<file path="src/hw/rtl/gzb_pkg.sv">
package gzb_pkg;

  localparam int SAMPLE_WIDTH = 16;
  localparam int STATE_W      = 32;
  localparam int COUNT_W      = 16;
  localparam int PROD_W       = 2 * STATE_W;
  localparam int CFG_INDEX_W  = 2;
  localparam int CFG_DATA_W   = 32;
  localparam int FIFO_DEPTH   = 2;
  localparam int FIFO_PTR_W   = $clog2(FIFO_DEPTH);
  localparam int FIFO_CNT_W   = $clog2(FIFO_DEPTH + 1);

  localparam logic [COUNT_W-1:0] BLOCK_LENGTH_RESET = COUNT_W'(128);

  typedef enum logic [CFG_INDEX_W-1:0] {
    REG_COEF_COS     = 2'd0,
    REG_COEF_SIN     = 2'd1,
    REG_BLOCK_LENGTH = 2'd2
  } gzb_reg_t;

  typedef struct packed {
    logic signed [STATE_W-1:0] coef_cos;
    logic signed [STATE_W-1:0] coef_sin;
    logic [COUNT_W-1:0]        block_length;
  } gzb_cfg_t;

  // Queue head as seen by the datapath.
  typedef struct packed {
    logic                      valid;
    logic signed [STATE_W-1:0] x;
  } gzb_item_t;

endpackage

</file>
<file path="src/hw/rtl/gzb_if.sv">
interface gzb_in_if import gzb_pkg::*; ();
  logic                           valid;
  logic                           ready;
  logic signed [SAMPLE_WIDTH-1:0] sample;

  modport source (output valid, output sample, input ready);
  modport sink (input valid, input sample, output ready);
endinterface

interface gzb_out_if import gzb_pkg::*; ();
  logic                      valid;
  logic                      ready;
  logic signed [STATE_W-1:0] real_part;
  logic signed [STATE_W-1:0] imag_part;

  modport source (output valid, output real_part, output imag_part, input ready);
  modport sink (input valid, input real_part, input imag_part, output ready);
endinterface

</file>
<file path="src/hw/rtl/gzb_front.sv">
module gzb_front import gzb_pkg::*; (
  input  logic        clk,
  input  logic        rst_n,
  gzb_in_if.sink      in_s,
  output gzb_item_t   head,
  input  logic        pop
);

  logic [SAMPLE_WIDTH-1:0] mem_r [FIFO_DEPTH];
  logic [FIFO_PTR_W-1:0]   wr_ptr_r;
  logic [FIFO_PTR_W-1:0]   rd_ptr_r;
  logic [FIFO_CNT_W-1:0]   count_r;
  logic                    push;
  logic                    do_pop;
  logic [SAMPLE_WIDTH-1:0] raw;

  assign in_s.ready = (count_r != FIFO_CNT_W'(FIFO_DEPTH));
  assign push       = in_s.valid && in_s.ready;
  assign do_pop     = pop && (count_r != '0);

  always_ff @(posedge clk) begin
    if (push) begin
      mem_r[wr_ptr_r] <= in_s.sample;
    end
  end

  always_ff @(posedge clk) begin
    if (!rst_n) begin
      wr_ptr_r <= '0;
      rd_ptr_r <= '0;
      count_r  <= '0;
    end else begin
      if (push) begin
        wr_ptr_r <= (wr_ptr_r == FIFO_PTR_W'(FIFO_DEPTH - 1)) ? '0 : wr_ptr_r + 1'b1;
      end
      if (do_pop) begin
        rd_ptr_r <= (rd_ptr_r == FIFO_PTR_W'(FIFO_DEPTH - 1)) ? '0 : rd_ptr_r + 1'b1;
      end
      case ({push, do_pop})
        2'b10:   count_r <= count_r + 1'b1;
        2'b01:   count_r <= count_r - 1'b1;
        default: count_r <= count_r;
      endcase
    end
  end

  // The head sample is sign-extended to the state width here.
  assign raw        = mem_r[rd_ptr_r];
  assign head.valid = (count_r != '0);
  assign head.x     = {{(STATE_W - SAMPLE_WIDTH){raw[SAMPLE_WIDTH-1]}}, raw};

endmodule

</file>
<file path="src/hw/rtl/gzb_back.sv">
module gzb_back import gzb_pkg::*; (
  input  logic        clk,
  input  logic        rst_n,
  input  gzb_cfg_t    cfg,
  input  gzb_item_t   head,
  output logic        pop,
  gzb_out_if.source   out_s
);

  typedef enum logic [2:0] {
    S_IDLE,
    S_ADD,
    S_END_COS,
    S_END_SIN,
    S_END_OUT
  } state_t;

  state_t                    state_r;
  logic signed [STATE_W-1:0] s1_r;
  logic signed [STATE_W-1:0] s2_r;
  logic [COUNT_W-1:0]        count_r;
  logic signed [STATE_W-1:0] x_r;
  logic signed [PROD_W-1:0]  prod_r;
  logic signed [STATE_W-1:0] re_r;
  logic                      out_valid_r;
  logic signed [STATE_W-1:0] out_real_r;
  logic signed [STATE_W-1:0] out_imag_r;

  logic signed [STATE_W-1:0] mul_a;
  logic signed [PROD_W-1:0]  mul_p;
  logic signed [STATE_W-1:0] s_nxt;
  logic [COUNT_W:0]          count_nxt;
  logic [COUNT_W-1:0]        len;
  logic                      block_end;
  logic                      out_free;
  logic                      out_load;

  // One shared multiplier; the sine coefficient is used only for the imaginary part.
  assign mul_a = (state_r == S_END_SIN) ? cfg.coef_sin : cfg.coef_cos;
  assign mul_p = mul_a * s1_r;

  assign s_nxt     = x_r + prod_r[STATE_W+29:30] - s2_r;
  assign count_nxt = {1'b0, count_r} + 1'b1;
  assign len       = (cfg.block_length == '0) ? COUNT_W'(1) : cfg.block_length;
  assign block_end = (count_nxt >= {1'b0, len});
  assign out_free  = !out_valid_r || out_s.ready;
  assign out_load  = (state_r == S_END_OUT) && out_free;
  assign pop       = (state_r == S_IDLE) && head.valid;

  always_ff @(posedge clk) begin
    if (!rst_n) begin
      state_r     <= S_IDLE;
      s1_r        <= '0;
      s2_r        <= '0;
      count_r     <= '0;
      out_valid_r <= 1'b0;
    end else begin
      if (out_load) begin
        out_valid_r <= 1'b1;
      end else if (out_valid_r && out_s.ready) begin
        out_valid_r <= 1'b0;
      end
      case (state_r)
        S_IDLE: begin
          if (head.valid) begin
            x_r     <= head.x;
            prod_r  <= mul_p;
            state_r <= S_ADD;
          end
        end
        S_ADD: begin
          s2_r <= s1_r;
          s1_r <= s_nxt;
          if (block_end) begin
            state_r <= S_END_COS;
          end else begin
            count_r <= count_nxt[COUNT_W-1:0];
            state_r <= S_IDLE;
          end
        end
        S_END_COS: begin
          prod_r  <= mul_p;
          state_r <= S_END_SIN;
        end
        S_END_SIN: begin
          re_r    <= prod_r[STATE_W+30:31] - s2_r;
          prod_r  <= mul_p;
          state_r <= S_END_OUT;
        end
        S_END_OUT: begin
          if (out_free) begin
            out_real_r  <= re_r;
            out_imag_r  <= prod_r[STATE_W+30:31];
            s1_r        <= '0;
            s2_r        <= '0;
            count_r     <= '0;
            state_r     <= S_IDLE;
          end
        end
        default: begin
          state_r <= S_IDLE;
        end
      endcase
    end
  end

  assign out_s.valid     = out_valid_r;
  assign out_s.real_part = out_real_r;
  assign out_s.imag_part = out_imag_r;

endmodule

</file>
<file path="src/hw/rtl/fixed_point_goertzel_bin.sv">
// Channel  | Dir | Payload                        | Transaction
// in_s     | in  | sample (16-bit signed)         | valid && ready
// out_s    | out | real_part, imag_part (32-bit)  | valid && ready
// cfg_*    | in  | cfg_index, cfg_wdata           | cfg_we high
//
// Each sample passes through S_IDLE, which takes it with the coefficient
// multiply, and S_ADD, which does the add that closes the recursion loop.
// A block end adds S_END_COS and S_END_SIN for the real and imaginary products,
// which share the single 32x32 multiplier, and S_END_OUT for the output load.
// Reset (synchronous, active low) clears the states, the count, the queue
// and the registers to their defaults; block_length resets to 128.
// While a result waits on out_s, the back end runs on to its next block end
// and the two-entry queue fills; after that in_s stalls until out_s drains.
module fixed_point_goertzel_bin import gzb_pkg::*; (
  input  logic                   clk,
  input  logic                   rst_n,
  gzb_in_if.sink                 in_s,
  gzb_out_if.source              out_s,
  input  logic                   cfg_we,
  input  logic [CFG_INDEX_W-1:0] cfg_index,
  input  logic [CFG_DATA_W-1:0]  cfg_wdata
);

  // Configuration registers, read directly by the datapath. The user writes them
  // only while the block is idle; the block does not enforce this. An index past the list is ignored.
  gzb_cfg_t  cfg_r;
  gzb_item_t head;
  logic      pop;

  always_ff @(posedge clk) begin
    if (!rst_n) begin
      cfg_r.coef_cos     <= '0;
      cfg_r.coef_sin     <= '0;
      cfg_r.block_length <= BLOCK_LENGTH_RESET;
    end else if (cfg_we) begin
      case (cfg_index)
        REG_COEF_COS:     cfg_r.coef_cos     <= cfg_wdata[STATE_W-1:0];
        REG_COEF_SIN:     cfg_r.coef_sin     <= cfg_wdata[STATE_W-1:0];
        REG_BLOCK_LENGTH: cfg_r.block_length <= cfg_wdata[COUNT_W-1:0];
        default:          cfg_r              <= cfg_r;
      endcase
    end
  end

  // The front end accepts samples, sign-extends them and queues them.
  gzb_front u_front (
    .clk   (clk),
    .rst_n (rst_n),
    .in_s  (in_s),
    .head  (head),
    .pop   (pop)
  );

  // The back end runs the recursion and emits the bin at each block end.
  gzb_back u_back (
    .clk   (clk),
    .rst_n (rst_n),
    .cfg   (cfg_r),
    .head  (head),
    .pop   (pop),
    .out_s (out_s)
  );

endmodule

</file>
<file path="src/flat_wrapper.sv">
// flat-port wrapper written by rule: the top's interface ports become plain ports
module fixed_point_goertzel_bin_flat import gzb_pkg::*;
  (clk, rst_n, cfg_we, cfg_index, cfg_wdata, in_s_valid, in_s_sample, in_s_ready, out_s_valid, out_s_real_part, out_s_imag_part, out_s_ready);
  gzb_in_if in_s_i ();
  gzb_out_if out_s_i ();
  input  logic clk;
  input  logic rst_n;
  input  logic cfg_we;
  input  logic [CFG_INDEX_W-1:0] cfg_index;
  input  logic [CFG_DATA_W-1:0] cfg_wdata;
  input wire logic [$bits(in_s_i.valid)-1:0] in_s_valid;
  input wire logic [$bits(in_s_i.sample)-1:0] in_s_sample;
  output wire logic [$bits(in_s_i.ready)-1:0] in_s_ready;
  output wire logic [$bits(out_s_i.valid)-1:0] out_s_valid;
  output wire logic [$bits(out_s_i.real_part)-1:0] out_s_real_part;
  output wire logic [$bits(out_s_i.imag_part)-1:0] out_s_imag_part;
  input wire logic [$bits(out_s_i.ready)-1:0] out_s_ready;
  assign in_s_i.valid = in_s_valid;
  assign in_s_i.sample = in_s_sample;
  assign in_s_ready = in_s_i.ready;
  assign out_s_valid = out_s_i.valid;
  assign out_s_real_part = out_s_i.real_part;
  assign out_s_imag_part = out_s_i.imag_part;
  assign out_s_i.ready = out_s_ready;
  fixed_point_goertzel_bin u_core (.clk(clk), .rst_n(rst_n), .in_s(in_s_i), .out_s(out_s_i), .cfg_we(cfg_we), .cfg_index(cfg_index), .cfg_wdata(cfg_wdata));
endmodule
</file>
<file path="config.mk">
export PLATFORM = sky130hd
export DESIGN_NAME = fixed_point_goertzel_bin_flat
export DESIGN_NICKNAME = d
export VERILOG_FILES = /design/src/hw/rtl/gzb_pkg.sv /design/src/hw/rtl/gzb_if.sv /design/src/hw/rtl/gzb_front.sv /design/src/hw/rtl/gzb_back.sv /design/src/hw/rtl/fixed_point_goertzel_bin.sv /design/src/flat_wrapper.sv
export SDC_FILE = /design/constraint.sdc
export NUM_CORES = 2
export LEC_CHECK = 0
export ABC_AREA = 0
export BUFFER_PORTS_ARGS = -buffer_cell sky130_fd_sc_hd__buf_4
export CAP_MARGIN = 15
export CORE_MARGIN = 2
export CORE_UTILIZATION = 55
export CTS_BUF_LIST = sky130_fd_sc_hd__clkbuf_4 sky130_fd_sc_hd__clkbuf_8
export DETAILED_ROUTE_END_ITERATION = 16
export GPL_ROUTABILITY_DRIVEN = 1
export PLACE_DENSITY = 0.84
export REMOVE_ABC_BUFFERS = 1
export SYNTH_ARGS = -nofsm -noshare
export SYNTH_HDL_FRONTEND = slang
export SYNTH_SLANG_ARGS = --single-unit
</file>
<file path="constraint.sdc">
create_clock -name clk -period 8.1 [get_ports clk]
set_clock_uncertainty 0.15 [all_clocks]
set_input_delay 1.62 -clock clk [delete_from_list [all_inputs] [get_ports clk]]
set_output_delay 1.62 -clock clk [all_outputs]
set_load 0.03 [all_outputs]
</file>
==> impl_metrics.csv <==
group,metric,value,unit
run_status,status,"finished with violations",
run_status,violations,"setup timing",
placed_design,portBuffers,120,
cts,cts.path.max_buffers,3,
floorplanning,start_util,55.4,%
worst_setup_path,crit_required,8.33,ns
power_and_ir_drop,clockPowerShare,13.3,%
routing,antenna_left,0,
cts,clkSlewWorstSetupHoldPaths,0.06,ns
yosys,yosys.area.top_type,"fa_1",
yosys,async_flop_share,0,%
yosys,muxShareOfSynthArea,1.20,%
worst_setup_path,arrival,8.75,ns
cts,clk_latency,0.66,ns
routing,drt_first_pass_iters,5,
finish,area.growth.synth_to_final,14.9,%
power_and_ir_drop,combinationalPowerShare,65.2,%
power_and_ir_drop,irDropWorstVdd,0.000197,V
timing,finalCritPeriodShare,105,%
power_and_ir_drop,power_density,198,nW/um^2
worst_setup_path,start_kind,"register",
floorplanning,rows,112,
floorplanning,ios,121,
finish,layout-drive-gt1-share,15.9,%
yosys,synthTopCellsByCount,"1172 x inv_1, 1104 x fa_1, 703 x nand2_1",
finish,finalNetCount,7056,
worst_setup_path,critPathMaxStageDelay,0.61,ns
routing,drc_errors,0,
yosys,syn_inst,5315,
global_route,grt_pass1_wl,223,mm
worst_setup_path,r2r-end,"u_core.u_back.prod_r[62]$_DFFE_PP_",
placed_design,gp_congestion,0.969,
yosys,synthFlopType,"edfxtp_1",
hold_path,hold_class,"register to register",
yosys,synth_top_cell_area_share,42.9,%
power_and_ir_drop,swShare,46.9,%
yosys,yosys.area_share.simple,14.7,%
job,maxCapViolCount,0,
cts,cts_tree,"built",
yosys,synth.area.top_cells,"fa_1 43%, edfxtp_1 10%, inv_1 8.5%",
timing,fin_ws,-0.422,ns
global_route,grt_pass1_vias,42499,
global_route,gr-total-overflow,0,
timing,fin_crit,8.52,ns
timing,setup_tns,-6.35,ns
cts,htreeDepth,2,
cts,holdBufCountCts,0,
floorplanning,die_area,96200,um^2
routing,drt_iter0_drc,3582,
timing,final_hold_viol_count,0,
timing,max_clock_freq,117,MHz
global_route,antenna_found_initial,9,
worst_setup_path,cp_max_fo,13,
global_route,track_usage,29.8,%
worst_setup_path,startpoint,"u_core.u_back.state_r[2]$_SDFFE_PN0P_",
timing,drv_slew,0,
cts,cts_buffers,54,
global_route,grt_max_degree,105,
timing,whs,0.248,ns
worst_setup_path,timing.rr.start,"u_core.u_back.state_r[2]$_SDFFE_PN0P_",
yosys,yosys.area_share.xor_xnor,2.07,%
worst_setup_path,r2r_cells,29,
yosys,synth_edf_count,177,
cts,clock-sinks,345,
yosys,ys_types,80,
yosys,synth_most_common_cell,"inv_1",
worst_setup_path,worstSetupEndpoint,"u_core.u_back.prod_r[62]$_DFFE_PP_",
yosys,synth_area,51500,um^2
worst_setup_path,worst_setup_path_end_kind,"register",
floorplanning,coreArea,93000,um^2
power_and_ir_drop,switchingPower,5.49,mW
timing,setup_viol,28,
worst_setup_path,crit_top_cell,"fa_1",
floorplanning,die_w,310,um
worst_setup_path,slowest_stage,"fa_2",
worst_setup_path,crit_type,"register to register",
timing,max_slew_margin,25.4,%
yosys,syn_area_per_cell,9.70,um^2
yosys,ys_seq_elements,345,
timing,worstMarginPinSlew,1.12,ns
power_and_ir_drop,p_int,6.23,mW
floorplanning,die_h,310,um
routing,avgRoutedWirePerCell,20.2,um
worst_setup_path,r2r_slack,-0.42,ns
cts,cts_root_buf,"clkbuf_8",
yosys,synth_compound_area_share,5.61,%
power_and_ir_drop,pwr-share-seq,21.5,%
power_and_ir_drop,p_leak,28.1,nW
yosys,synthAdderAreaFrac,49.2,%
yosys,synth_top_family_by_area,"adder cells",
timing,grt_setup_unrepaired,"true",
routing,vias,38576,
routing,post_drt_via_cell_ratio,5.56,
yosys,synth_warnings,0,
yosys,seq_area_frac_synth,16.8,%
routing,finalWirelength,140,mm
placed_design,dp_hpwl,108,mm
==> what timing repair did <==
item | in CTS | in global routing
setup buffers | 48 | 30
setup endpoints to repair | 29 | 32
cloned | 5 | 1
resized for setup | 174 | 159
pin swaps | 98 | 131
==> flip-flops by register name (all words and copies together) (netlist names) <==
register,cells
u_core.cfg_r,80
u_core.u_back.prod_r,33
u_core.u_back.out_s.imag_part,32
u_core.u_back.out_s.real_part,32
u_core.u_back.re_r,32
u_core.u_back.s1_r,32
u_core.u_back.s2_r,32
u_core.u_front.mem_r,32
u_core.u_back.count_r,16
u_core.u_back.x_r,16
u_core.u_back.state_r,3
u_core.u_front.count_r,2
u_core.u_back.out_s.valid,1
u_core.u_front.rd_ptr_r,1
u_core.u_front.wr_ptr_r,1
==> logic make-up after synthesis <==
logic type,Yosys count
DFF,345
buffers and inverters,1432
muxes,54
xor gates and xnor gates,122
AOI/OAI and AO/OA,444
adders and majority gates,1363
and+or+nand+nor,1555
==> layout make-up <==
type | instances | area, um^2
antenna | 3 | 7.51
clock buffer | 82 | 991
clock inverter | 19 | 156
fill | 6706 | 33800
inverter | 1173 | 4410
multi-input combinational | 3540 | 38500
sequential | 345 | 8680
tap | 1254 | 1570
timing repair buffer | 524 | 4880
==> stage by stage <==
stage,util [%],instance area (um^2),power [mW],worst slack (ns),std cells
2_1_floorplan,-,50600,6.84,-1.14,5056
3_3_place_gp,60.3,56100,9.34,-0.508,6767
3_5_place_dp,60.3,56100,9.51,-0.618,6767
4_1_cts,62.8,58400,11.3,-0.362,6917
5_1_grt,63.6,59200,12.5,-0.641,6937
6_report,63.6,59200,11.7,-0.422,6940
==> critical path, delay by kind of cell (launching register included) <==
kind                       cells  cell delay, ns
buffers and inverters          9            1.26
muxes                          1            0.33
AOI/OAI and AO/OA              3            0.40
and+or+nand+nor                6            1.15
DFF                            1            0.32
xor gates and xnor gates       1            0.13
adders and majority gates      9            4.46
==> power by group through the flow <==
| stage | clock network, mW | logic (mW) | registers, mW |
|---|---|---|---|
| floorplan | 0 | 4.22 | 2.62 |
| global placement | 0 | 6.81 | 2.53 |
| finish | 1.56 | 7.64 | 2.52 |
| CTS | 1.58 | 7.24 | 2.50 |
| global route | 1.65 | 8.29 | 2.53 |
| detailed placement | 0 | 6.98 | 2.53 |
==> placed cells by master (no fill, tap or decap), types with 22 or more instances in the layout <==
cell type and n:
fa_1 1045, mux2_4 30, and2_1 505, buf_6 41, buf_12 53, xor2_1 42
buf_4 421, o21ai_0 49, ha_1 235, nor2_1 159, nand2_1 694, edfxtp_1 177
dfxtp_1 167, xnor2_1 72, inv_1 1142, o21a_1 25, fa_2 59, a21oi_1 142
a22oi_1 50, ha_4 22, clkbuf_8 60, a21o_1 50, clkbuf_4 22, inv_2 28
==> routing by layer <==
layer,routed length [um],track usage [%],share of wire [%]
met5,44,0,0.031
met4,7830,12.6,5.6
met3,12900,5.44,9.2
met2,69100,51.1,49
met1,50100,37.0,36
==> how the worst min path moves through the flow <==
stage	start	to	slack, ns	cells after the start
4_1_cts	u_core.u_back.re_r[9]$_DFFE_PP_	u_core.u_back.out_s.real_part[9]$_DFFE_PP_	0.23	0
6_report	u_core.u_back.re_r[9]$_DFFE_PP_	u_core.u_back.out_s.real_part[9]$_DFFE_PP_	0.25	0
3_5_place_dp	u_core.u_back.re_r[21]$_DFFE_PP_	u_core.u_back.out_s.real_part[21]$_DFFE_PP_	0.26	0
3_3_place_gp	u_core.u_back.re_r[27]$_DFFE_PP_	u_core.u_back.out_s.real_part[27]$_DFFE_PP_	0.25	0
5_1_grt	u_core.u_back.re_r[9]$_DFFE_PP_	u_core.u_back.out_s.real_part[9]$_DFFE_PP_	0.26	0
2_1_floorplan	u_core.u_back.re_r[0]$_DFFE_PP_	u_core.u_back.out_s.real_part[0]$_DFFE_PP_	0.25	0
Note: power is estimated with default switching activity, not from simulation.
